<file path="src/rtl/ipv6lpr_pkg.sv">
// Types, codes and helpers shared by the route table, its cells and channels.
// No dependencies.
`default_nettype none

package ipv6lpr_pkg;

   localparam int TABLE_DEPTH_DEF = 64;
   localparam int IF_W            = 8;
   localparam int TIME_W          = 32;
   localparam int LEN_W           = 8;
   localparam int COUNT_OUT_W     = 7;

   localparam logic [LEN_W-1:0] MAX_LEN        = LEN_W'(128);
   localparam logic [15:0]      MANUAL_METRIC  = 16'd10;
   localparam logic [15:0]      PREFIX_METRIC  = 16'd0;
   localparam logic [7:0]       PREFIX_DIST    = 8'd0;

   typedef enum logic [2:0] {
      KIND_LOOKUP = 3'd0,
      KIND_ADD    = 3'd1,
      KIND_UPDATE = 3'd2,
      KIND_DELP   = 3'd3,
      KIND_DELIF  = 3'd4
   } kind_type;

   typedef enum logic [1:0] {
      ST_OK      = 2'd0,
      ST_MISS    = 2'd1,
      ST_FULL    = 2'd2,
      ST_NOTHING = 2'd3
   } status_type;

   typedef enum logic [1:0] {
      SRC_MANUAL = 2'd0,
      SRC_RA     = 2'd1,
      SRC_OWN    = 2'd2,
      SRC_PROTO  = 2'd3
   } route_src_type;

   typedef enum logic [2:0] {
      CELL_HOLD,
      CELL_LOAD,
      CELL_UPDATE,
      CELL_KILL,
      CELL_TAKE_RIGHT,
      CELL_TAKE_LEFT
   } cell_cmd_type;

   typedef enum logic [2:0] {
      FSM_IDLE,
      FSM_EXEC,
      FSM_COMPACT,
      FSM_SORT,
      FSM_FINISH
   } fsm_type;

   localparam logic ADDR_ADMIN = 1'b0;

   typedef struct packed {
      logic [63:0]       pre_hi;
      logic [63:0]       pre_lo;
      logic [LEN_W-1:0]  len;
      logic [1:0]        src;
      logic [IF_W-1:0]   ifc;
      logic [63:0]       hop_hi;
      logic [63:0]       hop_lo;
      logic [15:0]       metric;
      logic [7:0]        adm_dist;
      logic [TIME_W-1:0] expiry;
   } entry_type;

   typedef struct packed {
      logic [63:0]       addr_hi;
      logic [63:0]       addr_lo;
      logic [LEN_W-1:0]  len;
      logic [1:0]        src;
      logic [IF_W-1:0]   ifc;
      logic [TIME_W-1:0] expiry;
      logic [TIME_W-1:0] now;
      logic              use_dist;
   } query_type;

   typedef struct packed {
      logic match;
      logic expired;
      logic is_ra;
      logic exact;
      logic ifc_eq;
      logic beats_left;
   } cell_status_type;

   typedef struct packed {
      logic [2:0]        kind;
      logic [63:0]       addr_high;
      logic [63:0]       addr_low;
      logic [7:0]        prefix_length;
      logic [1:0]        source_type;
      logic [7:0]        interface_id;
      logic [63:0]       next_hop_high;
      logic [63:0]       next_hop_low;
      logic [15:0]       route_metric;
      logic [7:0]        admin_distance;
      logic [TIME_W-1:0] expiry_time;
      logic [TIME_W-1:0] now;
   } req_type;

   typedef struct packed {
      logic [1:0]             status;
      logic [7:0]             out_interface;
      logic [63:0]            out_next_hop_high;
      logic [63:0]            out_next_hop_low;
      logic [7:0]             out_prefix_length;
      logic [15:0]            out_metric;
      logic [COUNT_OUT_W-1:0] entries_in_use;
   } rsp_type;

   // Saturate a prefix length at the full address width.
   function automatic logic [LEN_W-1:0] clamp_len(input logic [LEN_W-1:0] len);
      return (len > MAX_LEN) ? MAX_LEN : len;
   endfunction

endpackage

`default_nettype wire

</file>
<file path="src/rtl/ipv6lpr_cell.sv">
// One route slot of the table chain: holds an entry, compares it against the
// current query and its left neighbor, and loads from either neighbor.
// Depends on ipv6lpr_pkg.
`default_nettype none

module ipv6lpr_cell (
   input  wire logic                          clock,
   input  wire logic                          reset,
   input  wire ipv6lpr_pkg::cell_cmd_type     cmd,
   input  wire ipv6lpr_pkg::query_type        query,
   input  wire ipv6lpr_pkg::entry_type        new_entry,
   input  wire ipv6lpr_pkg::entry_type        left_entry,
   input  wire ipv6lpr_pkg::entry_type        right_entry,
   input  wire logic                          right_valid,
   output ipv6lpr_pkg::entry_type             entry,
   output logic                               valid,
   output ipv6lpr_pkg::cell_status_type       status
);
   import ipv6lpr_pkg::*;

   entry_type entry_ff, entry_in;
   logic      valid_ff, valid_in;
   logic [127:0] mask;
   logic [127:0] diff;

   // Build the prefix mask, most significant bit first
   always_comb begin
      for (int k = 0; k < 128; k++) begin
         mask[k] = (LEN_W'(127 - k) < entry_ff.len);
      end
   end

   assign diff = {query.addr_hi ^ entry_ff.pre_hi, query.addr_lo ^ entry_ff.pre_lo};

   // Compare against query and left neighbor
   always_comb begin
      status.match   = ((diff & mask) == 128'd0);
      status.expired = (entry_ff.expiry != '0) && (query.now > entry_ff.expiry);
      status.is_ra   = (entry_ff.src == SRC_RA);
      status.exact   = (entry_ff.src == query.src) && (entry_ff.pre_hi == query.addr_hi) &&
                       (entry_ff.pre_lo == query.addr_lo) && (entry_ff.len == query.len);
      status.ifc_eq  = (entry_ff.ifc == query.ifc);
      if (entry_ff.len != left_entry.len) begin
         status.beats_left = entry_ff.len > left_entry.len;
      end else if (query.use_dist && (entry_ff.adm_dist != left_entry.adm_dist)) begin
         status.beats_left = entry_ff.adm_dist < left_entry.adm_dist;
      end else begin
         status.beats_left = entry_ff.metric < left_entry.metric;
      end
   end

   // Apply the command for this cycle
   always_comb begin
      entry_in = entry_ff;
      valid_in = valid_ff;
      case (cmd)
         CELL_LOAD: begin
            entry_in = new_entry;
            valid_in = 1'b1;
         end
         CELL_UPDATE: begin
            entry_in.ifc    = query.ifc;
            entry_in.expiry = query.expiry;
         end
         CELL_KILL: begin
            valid_in = 1'b0;
         end
         CELL_TAKE_RIGHT: begin
            entry_in = right_entry;
            valid_in = right_valid;
         end
         CELL_TAKE_LEFT: begin
            entry_in = left_entry;
         end
         default: begin
         end
      endcase
   end

   always_ff @(posedge clock) begin
      if (reset) begin
         valid_ff <= 1'b0;
      end else begin
         valid_ff <= valid_in;
      end
      entry_ff <= entry_in;
   end

   assign entry = entry_ff;
   assign valid = valid_ff;
endmodule

`default_nettype wire

</file>
<file path="config.mk">
export PLATFORM = sky130hd
export DESIGN_NAME = ipv6lpr_cell
export DESIGN_NICKNAME = d
export VERILOG_FILES = /design/src/rtl/ipv6lpr_pkg.sv /design/src/rtl/ipv6lpr_cell.sv
export SDC_FILE = /design/constraint.sdc
export NUM_CORES = 1
export LEC_CHECK = 0
export ABC_AREA = 1
export BUFFER_PORTS_ARGS = -buffer_cell sky130_fd_sc_hd__buf_2
export CAP_MARGIN = 10
export CORE_AREA = 2 2 597 599
export CTS_CLUSTER_DIAMETER = 100
export DETAILED_ROUTE_END_ITERATION = 10
export DIE_AREA = 0 0 599 601
export SYNTH_ARGS = -nofsm -noshare
export SYNTH_HDL_FRONTEND = slang
export SYNTH_SLANG_ARGS = --single-unit
</file>
<file path="constraint.sdc">
create_clock -name clock -period 8.4 [get_ports clock]
set_input_delay 1.26 -clock clock [delete_from_list [all_inputs] [get_ports clock]]
set_output_delay 1.26 -clock clock [all_outputs]
set_load 0.005 [all_outputs]
</file>
# ---- After elaboration in Yosys (flattened, before gate mapping)
# Index checks and enable logic that the tools add are counted.
dict set report totals {
  ff_bits 331
  inputBits 1207
  out_inout_bits 337
  wordCells 176
}
dict set report op_classes {
  order_cmp 132
  eq_ne 13
  mux 7
  n_bitwise 3
  reduce_logical 10
}
# operator n
set op_table {}
lappend op_table {{less-than comparator 7 x 8 -> 1 bit (first input constant)} 64}
lappend op_table {{case mux 152 bit (3 select lines)} 1}
lappend op_table {{case mux 138 bit (3 select lines)} 1}
lappend op_table {{less-than comparator 6 x 8 -> 1 bit (first input constant)} 32}
lappend op_table {{AND 128 bit} 1}
lappend op_table {{== test 64 bit} 2}
lappend op_table {{zero test 128 bit} 1}
lappend op_table {{less-than comparator 5 x 8 -> 1 bit (first input constant)} 16}
lappend op_table {{case mux 32 bit (4 select lines)} 1}
lappend op_table {{bitwise XOR 64 bit} 2}
lappend op_table {{less-than comparator 4 x 8 -> 1 bit (first input constant)} 8}
lappend op_table {{> comparator 32 bit} 1}
lappend op_table {{less-than comparator 3 x 8 -> 1 bit (first input constant)} 4}
lappend op_table {{case mux 8 bit (4 select lines)} 1}
lappend op_table {{nonzero test 32 bit} 1}
lappend op_table {{== test 8 bit} 2}
lappend op_table {{less-than comparator 1 x 8 -> 1 bit (first input constant)} 2}
lappend op_table {{less-than comparator 16 bit} 1}
lappend op_table {{less-than comparator 2 x 8 -> 1 bit (first input constant)} 2}
lappend op_table {{inequality test 8 bit} 2}
lappend op_table {{> comparator 8 bit} 1}
lappend op_table {{less-than comparator 8 bit} 1}
lappend op_table {{== test 3 x 2 -> 1 bit (second input constant)} 2}
lappend op_table {{== test 3 bit (second input constant)} 2}
lappend op_table {{other kinds (8)} 14}

# ---- Depth between registers and ports, before layout
# Gate-level depths: netlist of the first run.
dict set report logic_depth {
  ltp_word 4
  depth_mapped 15
  ltp_nobuf 14
}

# ---- Worst setup path after synthesis of the first run
# OpenSTA, ideal clock, no wires.
dict set report synth_timing {
  path_kind {input to register}
  startpoint {input cmd[2]}
  endpoint {register entry_ff (netlist bit entry[100]) (enable)}
  setup_ps 2196
  arrival_time_ps 6737
  setup_slack_ps -532
  cell_stages 6
  path_buffers 2
  path_cell_list {inv_1 nor2_1 clkinv_1 clkbuf_1 clkbuf_1 nand2_1}
}
dict set report synth_between {
  elab_chain_len 2
  word_cells_on_any_way 4
  classes_between {eq/ne: 3; reduce/logical: 1}
}
# item line
set synth_lines {}
lappend synth_lines {{start, declared} ipv6lpr_cell.sv:9} ;# input wire ipv6lpr_pkg::cell_cmd_type cmd,
lappend synth_lines {{== test 3 bit or == test 3 x 1 -> 1 bit (tied branches)} ipv6lpr_cell.sv:56} ;# case (cmd)
lappend synth_lines {{nonzero test 3 bit (no line) *} -}
lappend synth_lines {{end signal, assigned} ipv6lpr_cell.sv:86} ;# entry_ff <= entry_in;
lappend synth_lines {{end, declared} ipv6lpr_cell.sv:21} ;# entry_type entry_ff, entry_in;
# Every way passes the cells marked *; elsewhere a longest branch is shown, timed or not.
# A chain may end at the register's enable or synchronous reset.

==> results of run 1 <==
==> worst max-delay path: stages (launching register included) <==
cell	delay (ps)
edfxtp_1	660
buf_4	330
nand2_2	270
inv_1	180
nand2_1	380
nand2_1	120
nand3_1	100
nand2_1	60
inv_1	50
nand2_1	40
nor2_1	170
nand2_1	130
nor2_1	210
nand2_1	80
nor2_1	320
buf_2	310
==> flip-flops by register name, summed over array words and instances, names as in the netlist <==
register,cells
valid,1
entry,330
==> cells in the final DEF, fill, tap and decap left out, types with 8 or more instances in the layout <==
cell type,count
a21oi_1,36
buf_12,8
buf_2,1543
buf_4,31
clkbuf_1,11
clkbuf_16,61
clkinv_2,9
clkinvlp_4,8
diode_2,330
edfxtp_1,330
ha_1,63
inv_1,116
nand2_1,1267
nand3_1,351
nand3b_1,11
nand4_1,70
nor2_1,88
nor3_1,11
nor4_1,15
o211ai_1,31
o21ai_0,32
or2_2,8
xnor2_1,32
xor2_1,110
==> area by class of cell <==
cell class	count	area, sq um	share of cell area [%]
diodes	330	826	2.18
clock inverters	38	423	1.12
flip-flops and latches	331	9930	26.3
inverters	123	469	1.24
well taps	4751	5940	15.7
repair buffers	1583	8130	21.5
clock buffers	73	1580	4.18
multi-input cells	2167	10500	27.8
==> metrics by stage <==
stage                     cells  worst slack [ps]
after floorplan            2749              2430
after global placement     8954              1690
after detailed placement   8955              3160
after CTS                  9066              2720
after global routing       9210              2700
final                      9396              2940
==> cell families after synthesis <==
logic type	after synthesis	share of synthesized area, %
AND/OR/NAND/NOR	1846	36.1
flip-flops	331	46.4
buffers and inverters	251	4.79
XOR/XNOR	143	5.85
AO/OA/AOI/OAI	115	3.21
adder cells (fa/ha/maj)	63	3.68
==> report_power, final <==
part | total [uW] | internal (uW) | switching (uW)
logic | 1860 | 615 | 1250
clock network | 2710 | 1550 | 1160
registers | 2340 | 2070 | 270
total | 6920 | 4240 | 2680
==> layer usage <==
| metal | vias up | routed length [um] |
|---|---|---|
| li1 | 12646 | - |
| met1 | 14105 | 138000 |
| met2 | 2481 | 161000 |
| met3 | 1037 | 60400 |
| met4 | 352 | 16900 |
| met5 | - | 2420 |
==> worst paths after layout <==
| kind | slack, ps | endpoint | depth (start not counted) |
|---|---|---|---|
| max | 2940 | status[5] | 15 |
| min | 480 | valid$_SDFFE_PP0P_ | 2 |
| max reg2reg | 7710 | valid$_SDFFE_PP0P_ | 2 |
| min reg2reg | 480 | valid$_SDFFE_PP0P_ | 2 |
==> flow_summary.ini, run 1 <==
[outcome]
status = complete, no violations

[synth]
synthTopCellsByArea = edfxtp_1, nand2_1, nand3_1
yosys_warnings = 0
synth_top_cell_area_share_pct = 46.3
yosysTopAreaCell = edfxtp_1
ys_seq_elements = 331
synth.yosys.seq_area_share_pct = 46.4
avgSynthCellArea_sq_um = 7.79
synthArstFlopShare_pct = 0
synth_nets = 4019
post-synth-top-count-cell = nand2_1
synth-main-ff-cell = edfxtp_1
yosys-top-cells-count = nand2_1, nand3_1, edfxtp_1, inv_1, xor2_1
synth_cell_types = 38
synthCells = 2749
synth_edf_count = 330
synth_area_sq_um = 21400

[die]
die_x_um = 599
initial_utilization_pct = 6.05
coreArea_sq_um = 354000
pin_count = 1544
rows = 219
die_h_um = 601
dieArea_sq_um = 360000

[worst_setup_path]
cp_data_required_time_ps = 7140
worstPathMaxFanout = 11
cp-end-kind = output pin
startpoint = entry[197]$_DFFE_PP_
critPathKind = reg -> out
cp.arrival_ps = 4200
rr_startpoint = valid$_SDFFE_PP0P_
start_kind = flop

[placed_design]
port_buffers = 1543
placed_cell_area_sq_um = 35000
dp.final_hpwl_um = 344000
globalplace.congestion = 1.12

[sta]
tns_ps = 0
max_freq_mhz = 183
drv_slew = 0
hold_ws_ps = 478
slew_headroom_pct = 15.7
finalCriticalPeriod_ps = 5460
rsz0062_at_grt = no
final.period_utilization_pct = 65.0
skew_ps = 0
finalHoldViolCount = 0
max_slew.worst_pin.slew_ps = 1260
setup_violations = 0

[drt]
drc = 0
via_per_inst = 3.26
dr.first_iter.drc_count = 3175
routedWlPerCell_um = 40.2
firstDrtPassIters = 5
vias = 30621
ant_nets = 0
routed_wirelength_um = 378000

[global_route]
grt_use_met2_pct = 31.0
grt_pass1_vias = 27820
grtUsageMet3_pct = 13.2
grt_busiest_layer = met2
grtUsageTotal_pct = 20.3
use_met1_pct = 22.4
grt_max_degree = 106
grt_pass1_wl_um = 438000
grt_overflow_total = 0
antenna_found_initial = 633

[cts]
cts_hold_buf = 0
cts-root-buf = clkbuf_16
htreeDepth = 2
worst_skew_pair.late_latency_ps = 770
clock-sinks = 331
cts_buffers = 61
cts_setup_buffers = 0
clk_transition_reported_paths_ps = 60
ctsResizeCount = 0
clockBufferDepth = 3
cts_tree = built

[min_path]
holdCritPathClass = reg -> reg
hold_start = valid$_SDFFE_PP0P_

[finish]
design_area_sq_um = 37800
area_growth_pct = 76.6
drive_gt1_share_pct = 39.7
nets = 5537
num-fill-cells = 41792
fin_util_pct = 10.7

[power_and_ir_drop]
leakage_uw = 0.0159
p_per_area_nw_per_um2 = 183
vdd_drop_max_uv = 188
total_power_uw = 6920

[run]
drv_cap = 0
(Power assumes the default switching activity.)
==> run 2, diff against run 1 <==
==> constraint.sdc (replaced) <==
create_clock -name clock -period 4.92 [get_ports clock]
set_input_delay 0.738 -clock clock [delete_from_list [all_inputs] [get_ports clock]]
set_output_delay 0.738 -clock clock [all_outputs]
set_load 0.005 [all_outputs]
==> run 2 against run 1 <==
Effect of this change: critical path depth decreased by 8; total power increased by 72%; sequential cell count unchanged; utilization about the same; clock power increased by 75%; via count about the same.
==> flow_summary.ini, run 2 (synthesis results as in run 1) <==
[outcome]
status = complete, no violations

[cts]
clock-sinks = 331
clk_transition_reported_paths_ps = 60
clockBufferDepth = 3
cts_buffers = 61
htreeDepth = 2
cts_setup_buffers = 0
cts_tree = built
worst_skew_pair.late_latency_ps = 720
cts-root-buf = clkbuf_16

[drt]
vias = 30620
wl_met2_um = 161000
drc = 0
top_layer_used = met5
dr.first_iter.drc_count = 3285
via_per_inst = 3.27
routedWlPerCell_um = 39.7
firstDrtPassIters = 5
wl_met3_um = 59100
drt-met1-wl_um = 134000
ant_nets = 0
routed_wirelength_um = 372000

[global_route]
grt_pass1_vias = 27639
grt_max_degree = 120
grt_pass1_wl_um = 430000
grtUsageTotal_pct = 19.9
grt_overflow_total = 0
antenna_found_initial = 645

[placed_design]
globalplace.congestion = 1.08
dp.final_hpwl_um = 339000
dpl.cell_count = 8965
port_buffers = 1543

[power_and_ir_drop]
p_per_area_nw_per_um2 = 313
vdd_drop_max_uv = 302
leakage_uw = 0.0160
total_power_uw = 11900

[worst_setup_path]
start_kind = flop
cp-end-kind = output pin
critPathKind = reg -> out
cp.arrival_ps = 3820
cp_data_required_time_ps = 4180
worstPathMaxFanout = 13

[finish]
nets = 5547
area_growth_pct = 77.0
num-fill-cells = 41755
largest_reg_flops = 330
layout_commonest_cell = buf_2
layout_common_cells = buf_2, nand2_1, nand3_1
drive_gt1_share_pct = 40.0
stdcell_count = 9356

[sta]
rsz0062_at_grt = no
skew_ps = 0
tns_ps = 0
max_freq_mhz = 219
max_slew.worst_pin.slew_ps = 1250
finalHoldViolCount = 0
setup_violations = 0
drv_slew = 0
slew_headroom_pct = 16.6
final.period_utilization_pct = 92.7
finalCriticalPeriod_ps = 4560

[die]
initial_utilization_pct = 6.05
die_h_um = 601
die_x_um = 599
pin_count = 1544
coreArea_sq_um = 354000
dieArea_sq_um = 360000
rows = 219

[min_path]
holdCritPathClass = in -> reg

[run]
drv_cap = 0
## run 2: cell count changes in the layout (fill, tap and decap cells not counted), moves of 4 or more
| cell | previous run | this run |
|---|---|---|
| buf_12 | 8 | 12 |
| clkinv_4 | 2 | 6 |
| diode_2 | 330 | 280 |
| clkbuf_1 | 11 | 6 |
| buf_4 | 31 | 38 |
## run 2: path summary, 6_finish.rpt
| check | to | depth (start not counted) | slack [ps] | startpoint |
|---|---|---|---|---|
| max | status[0] | 7 | 360 | entry[197]$_DFFE_PP_ |
| max reg2reg | valid$_SDFFE_PP0P_ | 2 | 4230 | valid$_SDFFE_PP0P_ |
| min | valid$_SDFFE_PP0P_ | 2 | 180 | reset |
| min reg2reg | valid$_SDFFE_PP0P_ | 2 | 480 | valid$_SDFFE_PP0P_ |
## run 2: repair_timing
| item | 4_1_cts | 5_1_grt |
|---|---|---|
| resized for setup | 0 | 2 |
| endpoints found under the setup margin | 0 | 1 |
| hold buffers | 0 | 0 |
## run 2: area by class of cell
| class | count | area (sq um) | share of cell area (%) |
|---|---|---|---|
| diodes | 280 | 701 | 1.85 |
| clock buffers | 69 | 1590 | 4.19 |
| clock inverters | 42 | 507 | 1.34 |
| inverters | 123 | 469 | 1.24 |
| multi-input cells | 2167 | 10500 | 27.7 |
| flip-flops and latches | 331 | 9930 | 26.2 |
| well taps | 4751 | 5940 | 15.7 |
| repair buffers | 1593 | 8250 | 21.8 |
## run 2: layer usage
layer | track usage [%] | up-vias
li1 | - | 12621
met5 | 0 | -
met3 | 13.4 | 1087
met4 | 6.14 | 386
met1 | 21.6 | 14131
met2 | 31.0 | 2395
## run 2: worst max-delay path: stages (launching register included)
cell	delay [ps]
edfxtp_1	640
ha_1	420
nand2_1	200
o21a_1	340
o221ai_1	580
nor2_1	100
a21oi_1	510
buf_2	250
## run 2: stage by stage
step,instance area (sq um),utilization [%],setup slack [ps],hold slack (ps)
2_1_floorplan,21400,-,655,461
3_3_place_gp,35100,9.91,801,461
3_5_place_dp,35100,9.91,803,475
4_1_cts,37200,10.5,7.74,79.7
5_1_grt,37500,10.6,54.3,139
6_report,37900,10.7,359,182
## run 2: report_power, final
part | switching [uW] | total (uW) | internal (uW)
combinational | 2090 | 3140 | 1060
clock | 1990 | 4740 | 2750
sequential | 454 | 3990 | 3540
